===== src/rtl/core/dic_pkg.sv =====
`default_nettype none
package dic_pkg;

  localparam int unsigned CH_W       = 16;
  localparam int unsigned TOTAL_W    = 9;
  localparam int unsigned SEG_CNT_W  = 4;
  localparam int unsigned SEG_LEN_W  = 7;
  localparam int unsigned ERR_W      = 3;
  localparam int unsigned CFG_DATA_W = 8;
  localparam int unsigned CFG_ADDR_W = 2;
  localparam int unsigned OUT_DATA_W = 16;

  localparam logic [ERR_W-1:0] ERR_NONE    = 3'd0;
  localparam logic [ERR_W-1:0] ERR_LONG    = 3'd1;
  localparam logic [ERR_W-1:0] ERR_COUNT   = 3'd2;
  localparam logic [ERR_W-1:0] ERR_PATTERN = 3'd3;
  localparam logic [ERR_W-1:0] ERR_DOUBLE  = 3'd4;
  localparam logic [ERR_W-1:0] ERR_TRAIL   = 3'd5;

  localparam logic [CFG_ADDR_W-1:0] REG_MIN_SEGMENTS       = 2'd0;
  localparam logic [CFG_ADDR_W-1:0] REG_MAX_SEGMENTS       = 2'd1;
  localparam logic [CFG_ADDR_W-1:0] REG_MAX_TOTAL_LENGTH   = 2'd2;
  localparam logic [CFG_ADDR_W-1:0] REG_MAX_SEGMENT_LENGTH = 2'd3;

  localparam logic [3:0] RST_MIN_SEGMENTS       = 4'd3;
  localparam logic [3:0] RST_MAX_SEGMENTS       = 4'd5;
  localparam logic [7:0] RST_MAX_TOTAL_LENGTH   = 8'd96;
  localparam logic [5:0] RST_MAX_SEGMENT_LENGTH = 6'd32;

  localparam logic [CH_W-1:0] CH_DOT   = 16'h002E;
  localparam logic [CH_W-1:0] CH_UNDER = 16'h005F;
  localparam logic [CH_W-1:0] CH_LO_A  = 16'h0061;
  localparam logic [CH_W-1:0] CH_LO_Z  = 16'h007A;
  localparam logic [CH_W-1:0] CH_D0    = 16'h0030;
  localparam logic [CH_W-1:0] CH_D9    = 16'h0039;

  typedef struct packed {
    logic [3:0] min_segments;
    logic [3:0] max_segments;
    logic [7:0] max_total_length;
    logic [5:0] max_segment_length;
  } cfg_t;

  typedef struct packed {
    logic                 valid_res;
    logic [ERR_W-1:0]     problem;
    logic [SEG_CNT_W-1:0] segment_count;
    logic [SEG_CNT_W-1:0] bad_segment;
  } result_t;

endpackage
`default_nettype wire


===== src/rtl/core/dic_scan.sv =====
`default_nettype none
module dic_scan (
  input  wire logic                     clk,
  input  wire logic                     rst_n,
  input  wire logic                     in_fire,
  input  wire logic                     in_end,
  input  wire logic [dic_pkg::CH_W-1:0] in_ch,
  input  wire dic_pkg::cfg_t            cfg,
  output      logic                     res_push,
  output      dic_pkg::result_t         res
);
  import dic_pkg::*;

  logic [TOTAL_W-1:0]   total_length_r,    total_length_nxt;
  logic [SEG_CNT_W-1:0] segments_seen_r,   segments_seen_nxt;
  logic [SEG_LEN_W-1:0] segment_length_r,  segment_length_nxt;
  logic                 first_char_bad_r,  first_char_bad_nxt;
  logic [ERR_W-1:0]     inner_error_r,     inner_error_nxt;
  logic                 prev_underscore_r, prev_underscore_nxt;
  logic [ERR_W-1:0]     latched_error_r,   latched_error_nxt;
  logic [SEG_CNT_W-1:0] latched_index_r,   latched_index_nxt;

  logic                 is_lower, is_digit, is_under, is_dot;
  logic [ERR_W-1:0]     seg_err;
  logic [ERR_W-1:0]     close_error;
  logic [SEG_CNT_W-1:0] close_index;
  logic                 seen_full;
  logic [SEG_CNT_W-1:0] seen_inc;
  logic [SEG_CNT_W-1:0] count;
  logic [ERR_W-1:0]     problem;

  assign is_lower = (in_ch >= CH_LO_A) && (in_ch <= CH_LO_Z);
  assign is_digit = (in_ch >= CH_D0) && (in_ch <= CH_D9);
  assign is_under = (in_ch == CH_UNDER);
  assign is_dot   = (in_ch == CH_DOT);

  assign seen_full = (segments_seen_r == {SEG_CNT_W{1'b1}});
  assign seen_inc  = seen_full ? segments_seen_r : segments_seen_r + 1'b1;

  // Verdict of the segment that a dot or the end beat closes
  always_comb begin
    priority if ((segment_length_r == '0) ||
                 (segment_length_r > {1'b0, cfg.max_segment_length}) ||
                 first_char_bad_r) begin
      seg_err = ERR_PATTERN;
    end else if (inner_error_r != ERR_NONE) begin
      seg_err = inner_error_r;
    end else if (prev_underscore_r) begin
      seg_err = ERR_TRAIL;
    end else begin
      seg_err = ERR_NONE;
    end
  end

  // Keep only the first failing segment
  always_comb begin
    close_error = latched_error_r;
    close_index = latched_index_r;
    if ((seg_err != ERR_NONE) && (latched_error_r == ERR_NONE)) begin
      close_error = seg_err;
      close_index = seen_inc;
    end
  end

  assign count = seen_inc;

  always_comb begin
    priority if (total_length_r > {1'b0, cfg.max_total_length}) begin
      problem = ERR_LONG;
    end else if (seen_full || (count < cfg.min_segments) ||
                 (count > cfg.max_segments)) begin
      problem = ERR_COUNT;
    end else begin
      problem = close_error;
    end
  end

  always_comb begin
    res.valid_res     = (problem == ERR_NONE);
    res.problem       = problem;
    res.segment_count = count;
    res.bad_segment   = ((problem == ERR_PATTERN) || (problem == ERR_DOUBLE) ||
                         (problem == ERR_TRAIL)) ? close_index : '0;
  end

  assign res_push = in_fire && in_end;

  always_comb begin
    total_length_nxt    = total_length_r;
    segments_seen_nxt   = segments_seen_r;
    segment_length_nxt  = segment_length_r;
    first_char_bad_nxt  = first_char_bad_r;
    inner_error_nxt     = inner_error_r;
    prev_underscore_nxt = prev_underscore_r;
    latched_error_nxt   = latched_error_r;
    latched_index_nxt   = latched_index_r;
    if (in_end) begin
      // drop everything after the verdict
      total_length_nxt    = '0;
      segments_seen_nxt   = '0;
      segment_length_nxt  = '0;
      first_char_bad_nxt  = 1'b0;
      inner_error_nxt     = ERR_NONE;
      prev_underscore_nxt = 1'b0;
      latched_error_nxt   = ERR_NONE;
      latched_index_nxt   = '0;
    end else begin
      if (total_length_r != {TOTAL_W{1'b1}}) begin
        total_length_nxt = total_length_r + 1'b1;
      end
      if (is_dot) begin
        latched_error_nxt   = close_error;
        latched_index_nxt   = close_index;
        segments_seen_nxt   = seen_inc;
        segment_length_nxt  = '0;
        first_char_bad_nxt  = 1'b0;
        inner_error_nxt     = ERR_NONE;
        prev_underscore_nxt = 1'b0;
      end else begin
        if (segment_length_r == '0) begin
          first_char_bad_nxt = !is_lower;
        end else if (inner_error_r == ERR_NONE) begin
          priority if (!is_lower && !is_digit && !is_under) begin
            inner_error_nxt = ERR_PATTERN;
          end else if (is_under && prev_underscore_r) begin
            inner_error_nxt = ERR_DOUBLE;
          end else begin
            inner_error_nxt = ERR_NONE;
          end
        end
        prev_underscore_nxt = is_under;
        if (segment_length_r != {SEG_LEN_W{1'b1}}) begin
          segment_length_nxt = segment_length_r + 1'b1;
        end
      end
    end
  end

  always_ff @(posedge clk) begin
    if (!rst_n) begin
      total_length_r    <= '0;
      segments_seen_r   <= '0;
      segment_length_r  <= '0;
      first_char_bad_r  <= 1'b0;
      inner_error_r     <= ERR_NONE;
      prev_underscore_r <= 1'b0;
      latched_error_r   <= ERR_NONE;
      latched_index_r   <= '0;
    end else if (in_fire) begin
      total_length_r    <= total_length_nxt;
      segments_seen_r   <= segments_seen_nxt;
      segment_length_r  <= segment_length_nxt;
      first_char_bad_r  <= first_char_bad_nxt;
      inner_error_r     <= inner_error_nxt;
      prev_underscore_r <= prev_underscore_nxt;
      latched_error_r   <= latched_error_nxt;
      latched_index_r   <= latched_index_nxt;
    end
  end

endmodule
`default_nettype wire


===== config.mk =====
export PLATFORM = sky130hd
export DESIGN_NAME = dic_scan
export DESIGN_NICKNAME = d
export VERILOG_FILES = /design/src/rtl/core/dic_pkg.sv /design/src/rtl/core/dic_scan.sv
export SDC_FILE = /design/constraint.sdc
export NUM_CORES = 1
export LEC_CHECK = 0
export CORE_ASPECT_RATIO = 0.8
export CORE_MARGIN = 4
export CORE_UTILIZATION = 30
export CTS_BUF_LIST = sky130_fd_sc_hd__clkbuf_4
export DETAILED_ROUTE_END_ITERATION = 10
export DONT_BUFFER_PORTS = 1
export HOLD_SLACK_MARGIN = 0.05
export SYNTH_ARGS = -nofsm -noshare
export SYNTH_HDL_FRONTEND = slang
export SYNTH_SLANG_ARGS = --single-unit

===== constraint.sdc =====
create_clock -name clk -period 3.2 [get_ports clk]
set_input_delay 0.32 -clock clk [delete_from_list [all_inputs] [get_ports clk]]
set_output_delay 0.32 -clock clk [all_outputs]
set_load 0.01 [all_outputs]

After elaboration in Yosys (flattened, before gate mapping)
Index checks and enable logic that the tools add are counted.
- word-level logic and storage cells: 91
- output and inout bits: 13
- register bits: 32
- input port bits: 42
- equality and inequality tests: 9
- magnitude comparators: 8
- reduce and logical (&&, ||, !) cells: 32
- add/subtract/negate cells: 3
- muxes and demuxes: 31
- operators with widths (operator ; count):
    3-bit 2-to-1 mux ; 14
    4-bit 2-to-1 mux ; 7
    7-bit 2-to-1 mux ; 3
    9-bit 2-to-1 mux ; 2
    16-bit by 6-bit equality test with 1-bit output (second input constant) ; 1
    16-bit by 7-bit equality test with 1-bit output (second input constant) ; 1
    16-bit by 6-bit >= comparator with 1-bit output (second input constant) ; 1
    16-bit by 7-bit >= comparator with 1-bit output (second input constant) ; 1
    16-bit by 6-bit less-or-equal comparator with 1-bit output (second input constant) ; 1
    16-bit by 7-bit less-or-equal comparator with 1-bit output (second input constant) ; 1
    3-bit nonzero test ; 5
    9-bit by 1-bit adder with 9-bit output (second input constant) ; 1
    9-bit by 8-bit greater-than comparator with 1-bit output ; 1
    3-bit logical NOT ; 3
    9-bit != test (second input constant) ; 1
    2-bit AND reduction ; 4
    7-bit by 1-bit adder with 7-bit output (second input constant) ; 1
    7-bit by 6-bit greater-than comparator with 1-bit output ; 1
    1-bit logical AND ; 7
    7-bit logical NOT ; 1
    7-bit != test (second input constant) ; 1
    3-bit equality test (second input constant) ; 2
    1-bit logical OR ; 6
    1-bit 2-to-1 mux ; 5
    9 further kinds ; 12

Longest topological paths before layout
Gate-level depths: netlist (run 1).
- depth after elaboration: 13
- depth in mapped cells: 10
- mapped depth without buffers: 10

Worst setup path before layout (run 1)
Ideal clock, no wire load.
- path kind: register to output
- start: register segments_seen_r[0]
- end: output port res[0] in the netlist's numbering
- path buffers: 0
- data required time: 2.880 ns
- data arrival time: 2.729 ns
- setup slack: 0.151 ns
- stages on the path, launching flop included: 11
- path through: dfxtp_1 -> ha_1 -> nand3_1 -> mux2_2 -> ha_1 -> nor2b_1 -> a2111oi_0 -> o221ai_1 -> a21oi_1 -> nand2_1 -> nor3_1
- RTL lines (element ; RTL line ; RTL):
    from (decl) ; dic_scan.sv:15 ; logic [SEG_CNT_W-1:0] segments_seen_r, segments_seen_nxt;
    from (signal assigned) ; dic_scan.sv:151 ; segments_seen_r <= segments_seen_nxt;
    to (decl) ; dic_scan.sv:10 ; output dic_pkg::result_t res

==> results of run 1 <==
==> how the worst max path moves through the flow <==
stage	to	slack, ns	from	depth (start not counted)
floorplan	res[0]	0.15	segments_seen_r[0]	10
global placement	res[1]	0.23	segments_seen_r[1]	11
detailed placement	res[1]	0.09	segments_seen_r[1]	11
CTS	res[1]	0.02	segment_length_r[4]	8
global route	res[11]	-0.09	segments_seen_r[1]	12
finish	res[11]	0.05	segments_seen_r[1]	12
==> state kept, by name (all words and copies together), names as in the netlist <==
| register | cells |
|---|---|
| segment_length_r | 7 |
| segments_seen_r | 4 |
| total_length_r | 9 |
| prev_underscore_r | 1 |
| inner_error_r | 2 |
| latched_error_r | 3 |
| latched_index_r | 4 |
| first_char_bad_r | 1 |
==> cell families after synthesis <==
logic type / share of synthesized area (%)
simple gates: 26.3
buf+inv: 5.63
flops: 26.6
compound gates: 23.4
xor+xnor: 1.50
mux: 2.63
fa+ha+maj: 13.9
==> Yosys cell counts (all sizes together), types with 3 or more instances <==
cell type	count
a2111oi	3
a21oi	21
a22o	4
a22oi	4
a41oi	3
and3	6
dfxtp	31
ha	26
inv	29
mux2i	5
nand2	22
nand2b	4
nand3	11
nand4	5
nor2	27
nor2b	5
nor3	10
o21ai	22
o31ai	3
or3	8
or4	5
==> stage by stage <==
step / cell area (um2) / instances / setup TNS (ns)
after floorplan: 2330 / 293 / 0
after global placement: 2530 / 406 / 0
after detailed placement: 2530 / 406 / 0
after CTS: 2670 / 414 / 0
after global routing: 2820 / 417 / -0.114
final: 2820 / 417 / 0
==> cell usage in the layout (no fill, tap or decap), types with 3 or more instances in the layout <==
cell type and count:
a21oi_1 19, a22o_1 4, a22oi_1 4, and3_1 5, buf_4 15, clkbuf_4 5
dfxtp_1 27, dfxtp_2 3, ha_1 22, ha_4 3, inv_1 29, mux2i_1 5
nand2_1 21, nand2b_1 4, nand3_1 8, nand4_1 5, nor2_1 27, nor2b_1 4
nor3_1 4, nor3_2 5, o21ai_0 19, o31ai_1 3, or3_1 8, or4_1 4
==> final cells by class <==
class                      instances  area (um2)
sequential                        31         628
timing repair buffer              15         113
clock inverter                     3        43.8
fill                             761        4680
tap                              105         131
inverter                          29         109
clock buffer                       5        37.5
multi-input combinational        229        1750
==> report_power, final <==
group	switching (mW)	leakage [nW]	total, mW	internal [mW]
Combinational	0.0605	0.862	0.107	0.0462
Clock	0.156	0.0452	0.321	0.164
Sequential	0.00422	0.253	0.393	0.389
Total	0.221	1.16	0.820	0.599
==> routing by layer <==
metal / global-route usage [%] / up-vias / routed length (um)
li1: - / 1110 / -
met1: 19.0 / 1005 / 3110
met2: 18.5 / 66 / 2620
met3: 3.11 / 7 / 358
met4: 5.46 / 0 / 87
met5: 0 / - / 0
==> timing repair <==
item | CTS | global route
resized for setup | 13 | 23
buffers inserted | 0 | 3
setup endpoints to repair | 8 | 6
pin swaps | 6 | 7
==> summary.txt, run 1 <==
Drt
  – DR WL/cell: 14.8 um
  – Via count: 2188
  – Vias per inst: 5.25
  – Routed WL: 6.18 mm
  – DRC Markers: 0
  – DR pass1 iterations: 4
  – Detailed router's first-iteration violation count: 226
  – Post-route ant nets: 0

Die
  – Die H: 86.9 um
  – Die Area: 9260 um2
  – # IOs: 55
  – Rows: 28
  – Core Box Area: 7500 um2
  – Initial Util: 31.1%
  – Chip width: 107 um

Timing
  – Hold Violations, Final: 0
  – Hold slack: 0.128 ns
  – RSZ-0062 raised after global routing: true
  – Setup Skew: 0.0105 ns
  – Fin. max-slew vios: 0
  – Final cycle utilization of the critical path: 98.4%
  – Worst Max-Slew Pin Slew: 0.779 ns
  – Minimum clock period: 3.15 ns
  – Final WS setup: 0.0502 ns
  – Maximum clock rate: 317 MHz
  – Worst slew margin: 48.1%
  – # setup viols final: 0

Placed design
  – PortBufs: 0
  – Pre-CTS setup slack: 0.0918 ns
  – GP Congestion: 0.860
  – Post-DP HPWL: 4.60 mm

Global routing
  – Largest net degree at the start of global routing: 17
  – Antenna violations before repair: 0
  – First-pass GRT wire length: 9.85 mm
  – Vias in the first global route: 2108
  – Grt ovf: 0
  – All-layer global routing usage: 13.1%

Synth
  – Yosys warning count: 0
  – Post-synth EDFFs: 0
  – Post-Syn Area per Cell: 7.96 um2
  – Ranking of synthesized cells by area: dfxtp_1 (27%), ha_1 (14%), inv_1 (4.7%)
  – Yosys cell types: 54
  – Cells after synthesis: 293
  – Syn nets: 361
  – Seq/Total Area, Yosys: 26.6%
  – Area leader, netlist: dfxtp_1
  – Synth async-reset ratio: 0%
  – Share of the synthesized area in the top cell type: 26.6%
  – #FFs+latches synth: 31
  – Mapped Area: 2330 um2
  – Main synth FF type: dfxtp_1

Hold path
  – Worst Hold Path Cells: 2
  – Hold EP: inner_error_r[1]
  – Hold_sp: rst_n
  – Hold Crit Class: primary input to register

Critical path
  – CP endpoint kind: primary output
  – Cell family with most CP delay: compound AO/OA/AOI/OAI gates
  – Critical path buffers and inverters: 2
  – Kind of critical path: register to primary output
  – FF-to-FF path depth: 9
  – WP data arrival: 2.83 ns
  – Crit start category: register
  – Critical Path RT: 2.88 ns
  – FF-to-FF Start: total_length_r[4]
  – CP max-delay cell: dfxtp_4
  – R2R setup slack: 0.96 ns
  – CP max stage delay: 0.39 ns
  – Maximum fanout along the worst path: 4
  – Worst r2r dst: total_length_r[7]
  – Critical-path cell list: ha_4 > nand3_4 > mux2_4 > ha_4 > nor2b_4 > a2111oi_4 > o221ai_2 > a21oi_2 > buf_4 > nand3_2 > nor3_2 > buf_4

Final layout
  – Post-layout util: 37.6%
  – Share of cells above drive strength 1: 19.2%
  – N_diodes: 0
  – Layout area overhead: 20.7%
  – Nets: 379

Clock network
  – Longest Clk Path Bufs: 2
  – TritonCTS Sinks: 31
  – Cts bufs inserted: 5
  – CTS tree: built
  – CTS clk-pin slew, worst paths: 0.12 ns
  – Clock latency on the worst-skew pair: 0.34 ns
  – H-tree depth: 2
  – Clock Tree Root: clkbuf_4
  – Hold-fix buffers, CTS: 0

Power and ir drop
  – Peak supply drop: 0.139 mV
  – Total chip power: 820 uW
  – Leak: 1.16 nW
  – PwrDens: 291 nW/um2

Status
  – Outcome: completed

Job
  – Max-Cap Viols: 0
No activity file was read; power rests on OpenSTA's default activity.
==> run 2, diff against run 1 <==
==> constraint.sdc (replaced) <==
create_clock -name clk -period 3.45 [get_ports clk]
set_input_delay 0.345 -clock clk [delete_from_list [all_inputs] [get_ports clk]]
set_output_delay 0.345 -clock clk [all_outputs]
set_load 0.01 [all_outputs]
==> summary.txt, run 2 (synthesized netlist as in run 1, its figures left out) <==
Status
  – Outcome: completed

Final layout
  – Share of cells above drive strength 1: 13.4% (-5.8 points)
  – Most frequent cells in the layout: dfxtp_1 (30), inv_1 (29), nor2_1 (27)
  – Layout area overhead: 12.3%
  – Multi-input logic area: 1630 um2 (-6.9%)
  – Regs by FF count: total_length_r (9), segment_length_r (7)
  – # fillers: 811 (+6.6%)
  – Max reg flops: 9 (unchanged)
  – Biggest register: total_length_r
  – Final Cell Area: 2620 um2 (-7.0%)
  – N_diodes: 0 (unchanged)
  – Nets: 373 (-1.6%)
  – Most common cell after layout, fill and taps aside: dfxtp_1
  – Register area: 622 um2 (-1.0%)

Critical path
  – FF-to-FF path depth: 7 (-2)
  – Cell family with most CP delay: compound AO/OA/AOI/OAI gates
  – Critical path buffers and inverters: 1 (-1)
  – Critical Path Source: segments_seen_r[1]
  – CP max-delay cell: dfxtp_1
  – Crit start category: register
  – Critical-path cell list: ha_2 > nand3_2 > mux2_2 > ha_1 > nor2b_1 > a2111oi_2 > o221ai_1 > a21oi_2 > buf_4 > nand3_1 > nor3_2
  – FF-to-FF Start: segment_length_r[4]
  – CP endpoint kind: primary output
  – CP max stage delay: 0.40 ns (about the same)
  – Worst r2r dst: latched_index_r[0]
  – WP data arrival: 2.90 ns (+0.07 ns)
  – R2R setup slack: 1.08 ns (+0.12 ns)
  – Kind of critical path: register to primary output
  – Maximum fanout along the worst path: 4 (unchanged)
  – Critical Path RT: 3.11 ns (+0.23 ns)

Hold path
  – Hold Crit Class: primary input to register
  – Hold EP: inner_error_r[1]
  – Worst Hold Path Cells: 2 (unchanged)
  – Hold_sp: rst_n

Placed design
  – Pre-CTS setup slack: 0.211 ns (+0.119 ns)
  – Post-DP HPWL: 4.56 mm (-0.90%)
  – GP Congestion: 0.902 (+4.9%)
  – PortBufs: 0 (unchanged)
  – Placed Instance Area: 2500 um2 (-1.2%)

Global routing
  – Largest net degree at the start of global routing: 17 (unchanged)
  – First-pass GRT wire length: 9.78 mm (-0.77%)
  – Vias in the first global route: 2107 (-0.047%)
  – Grt ovf: 0 (unchanged)
  – Antenna violations before repair: 0 (unchanged)
  – All-layer global routing usage: 13.0% (-0.088 points)

Die
  – Initial Util: 31.1% (unchanged)
  – Chip width: 107 um (unchanged)
  – Rows: 28 (unchanged)
  – # IOs: 55 (unchanged)
  – Core Box Area: 7500 um2 (unchanged)
  – Die Area: 9260 um2 (unchanged)
  – Die H: 86.9 um (unchanged)

Power and ir drop
  – Comb pwr share: 13.1% (about the same)
  – Sequential power share: 54.0% (+6.1 points)
  – Net Sw Frac: 28.3% (+1.4 points)
  – Total chip power: 676 uW (-18%)
  – Clock Power Share: 32.8% (-6.3 points)
  – Peak supply drop: 0.0946 mV (-32%)
  – NetSw: 192 uW (-13%)
  – Int Pwr: 484 uW (-19%)
  – Leak: 1.09 nW (-6.4%)
  – PwrDens: 258 nW/um2 (-11%)

Clock network
  – CTS clk-pin slew, worst paths: 0.11 ns (about the same)
  – Longest Clk Path Bufs: 2 (unchanged)
  – Clock Tree Root: clkbuf_4
  – Clock latency on the worst-skew pair: 0.35 ns (about the same)
  – CTS tree: built
  – H-tree depth: 2 (unchanged)
  – Cts bufs inserted: 5 (unchanged)
  – Hold-fix buffers, CTS: 0 (unchanged)
  – TritonCTS Sinks: 31 (unchanged)

Drt
  – Vias per inst: 5.21 (-0.72%)
  – DR pass1 iterations: 4 (unchanged)
  – DRC Markers: 0 (unchanged)
  – Routed WL: 5.80 mm (-6.2%)
  – DR WL/cell: 14.1 um (-4.8%)
  – Detailed router's first-iteration violation count: 172 (-24%)
  – Post-route ant nets: 0 (unchanged)
  – Via count: 2141 (-2.1%)

Timing
  – Setup Skew: 0.0140 ns (+0.00349 ns)
  – # setup viols final: 0 (unchanged)
  – Minimum clock period: 3.25 ns
  – Final WS setup: 0.201 ns (+0.151 ns)
  – Fin. max-slew vios: 0 (unchanged)
  – Maximum clock rate: 308 MHz
  – Worst Max-Slew Pin Slew: 0.813 ns (+0.0340 ns)
  – Worst slew margin: 45.8% (-2.3 points)
  – Hold Violations, Final: 0 (unchanged)
  – Final cycle utilization of the critical path: 94.2%

Job
  – Max-Cap Viols: 0 (unchanged)
==> run 2: changes by cell type in the layout (fill, tap and decap cells not counted), moves of 2 or more <==
cell and delta:
buf_4 -6, ha_1 +3, dfxtp_2 -2, dfxtp_1 +3
ha_4 -3
==> run 2: timing repair <==
item                                    CTS  global route
pin swaps                                 1             5
endpoints found under the setup margin    6             6
setup buffers                             1             0
resized for setup                         7             6
==> run 2: metrics by stage <==
step	std cells	util, %	hold WS, ns	TNS, ns
final	411	34.9	0.149	0
after global routing	411	34.9	0.165	-0.00855
after CTS	411	34.6	0.132	0
after detailed placement	402	33.4	0.442	0
after global placement	402	33.4	0.436	0
after floorplan	293	-	0.424	0
==> run 2: worst register-to-register path, cell delays in order (launching register included) <==
cell and delay [ns]:
dfxtp_1 0.43, ha_1 0.28, a21o_1 0.18, a211o_1 0.32, o21ai_1 0.41, a41oi_4 0.24, mux2i_1 0.29, o21ai_0 0.13
==> run 2: how the worst max path moves through the flow <==
| stage | endpoint | slack (ns) | depth (start not counted) |
|---|---|---|---|
| floorplan | res[0] | 0.38 | 10 |
| global placement | res[3] | 0.32 | 11 |
| detailed placement | res[1] | 0.21 | 11 |
| CTS | res[3] | 0.02 | 11 |
| global route | res[0] | -0.009 | 11 |
| finish | res[11] | 0.20 | 11 |
==> run 2: cell type report <==
class / count / area share [%]
timing repair buffer: 9 / 2.58
tap: 105 / 5.01
inverter: 29 / 4.15
multi-input combinational: 229 / 62.3
clock buffer: 6 / 1.72
sequential: 31 / 23.7
clock inverter: 2 / 0.478
==> run 2: power groups by stage <==
| stage | combinational [mW] | sequential (mW) | clock [mW] |
|---|---|---|---|
| after CTS | 0.0878 | 0.365 | 0.232 |
| after floorplan | 0.0707 | 0.373 | 0 |
| after global placement | 0.0823 | 0.374 | 0 |
| final | 0.0888 | 0.365 | 0.222 |
| after global routing | 0.102 | 0.366 | 0.246 |
| after detailed placement | 0.0847 | 0.374 | 0 |
==> run 2: routing by layer <==
metal / up-vias / track usage (%) / wire length, um / share of wire (%)
li1: 1100 / - / - / -
met1: 989 / 18.3 / 2990 / 52
met2: 42 / 19.7 / 2440 / 42
met3: 10 / 2.89 / 261 / 4.5
met4: 0 / 4.53 / 104 / 1.8
met5: - / 0 / 0 / 0
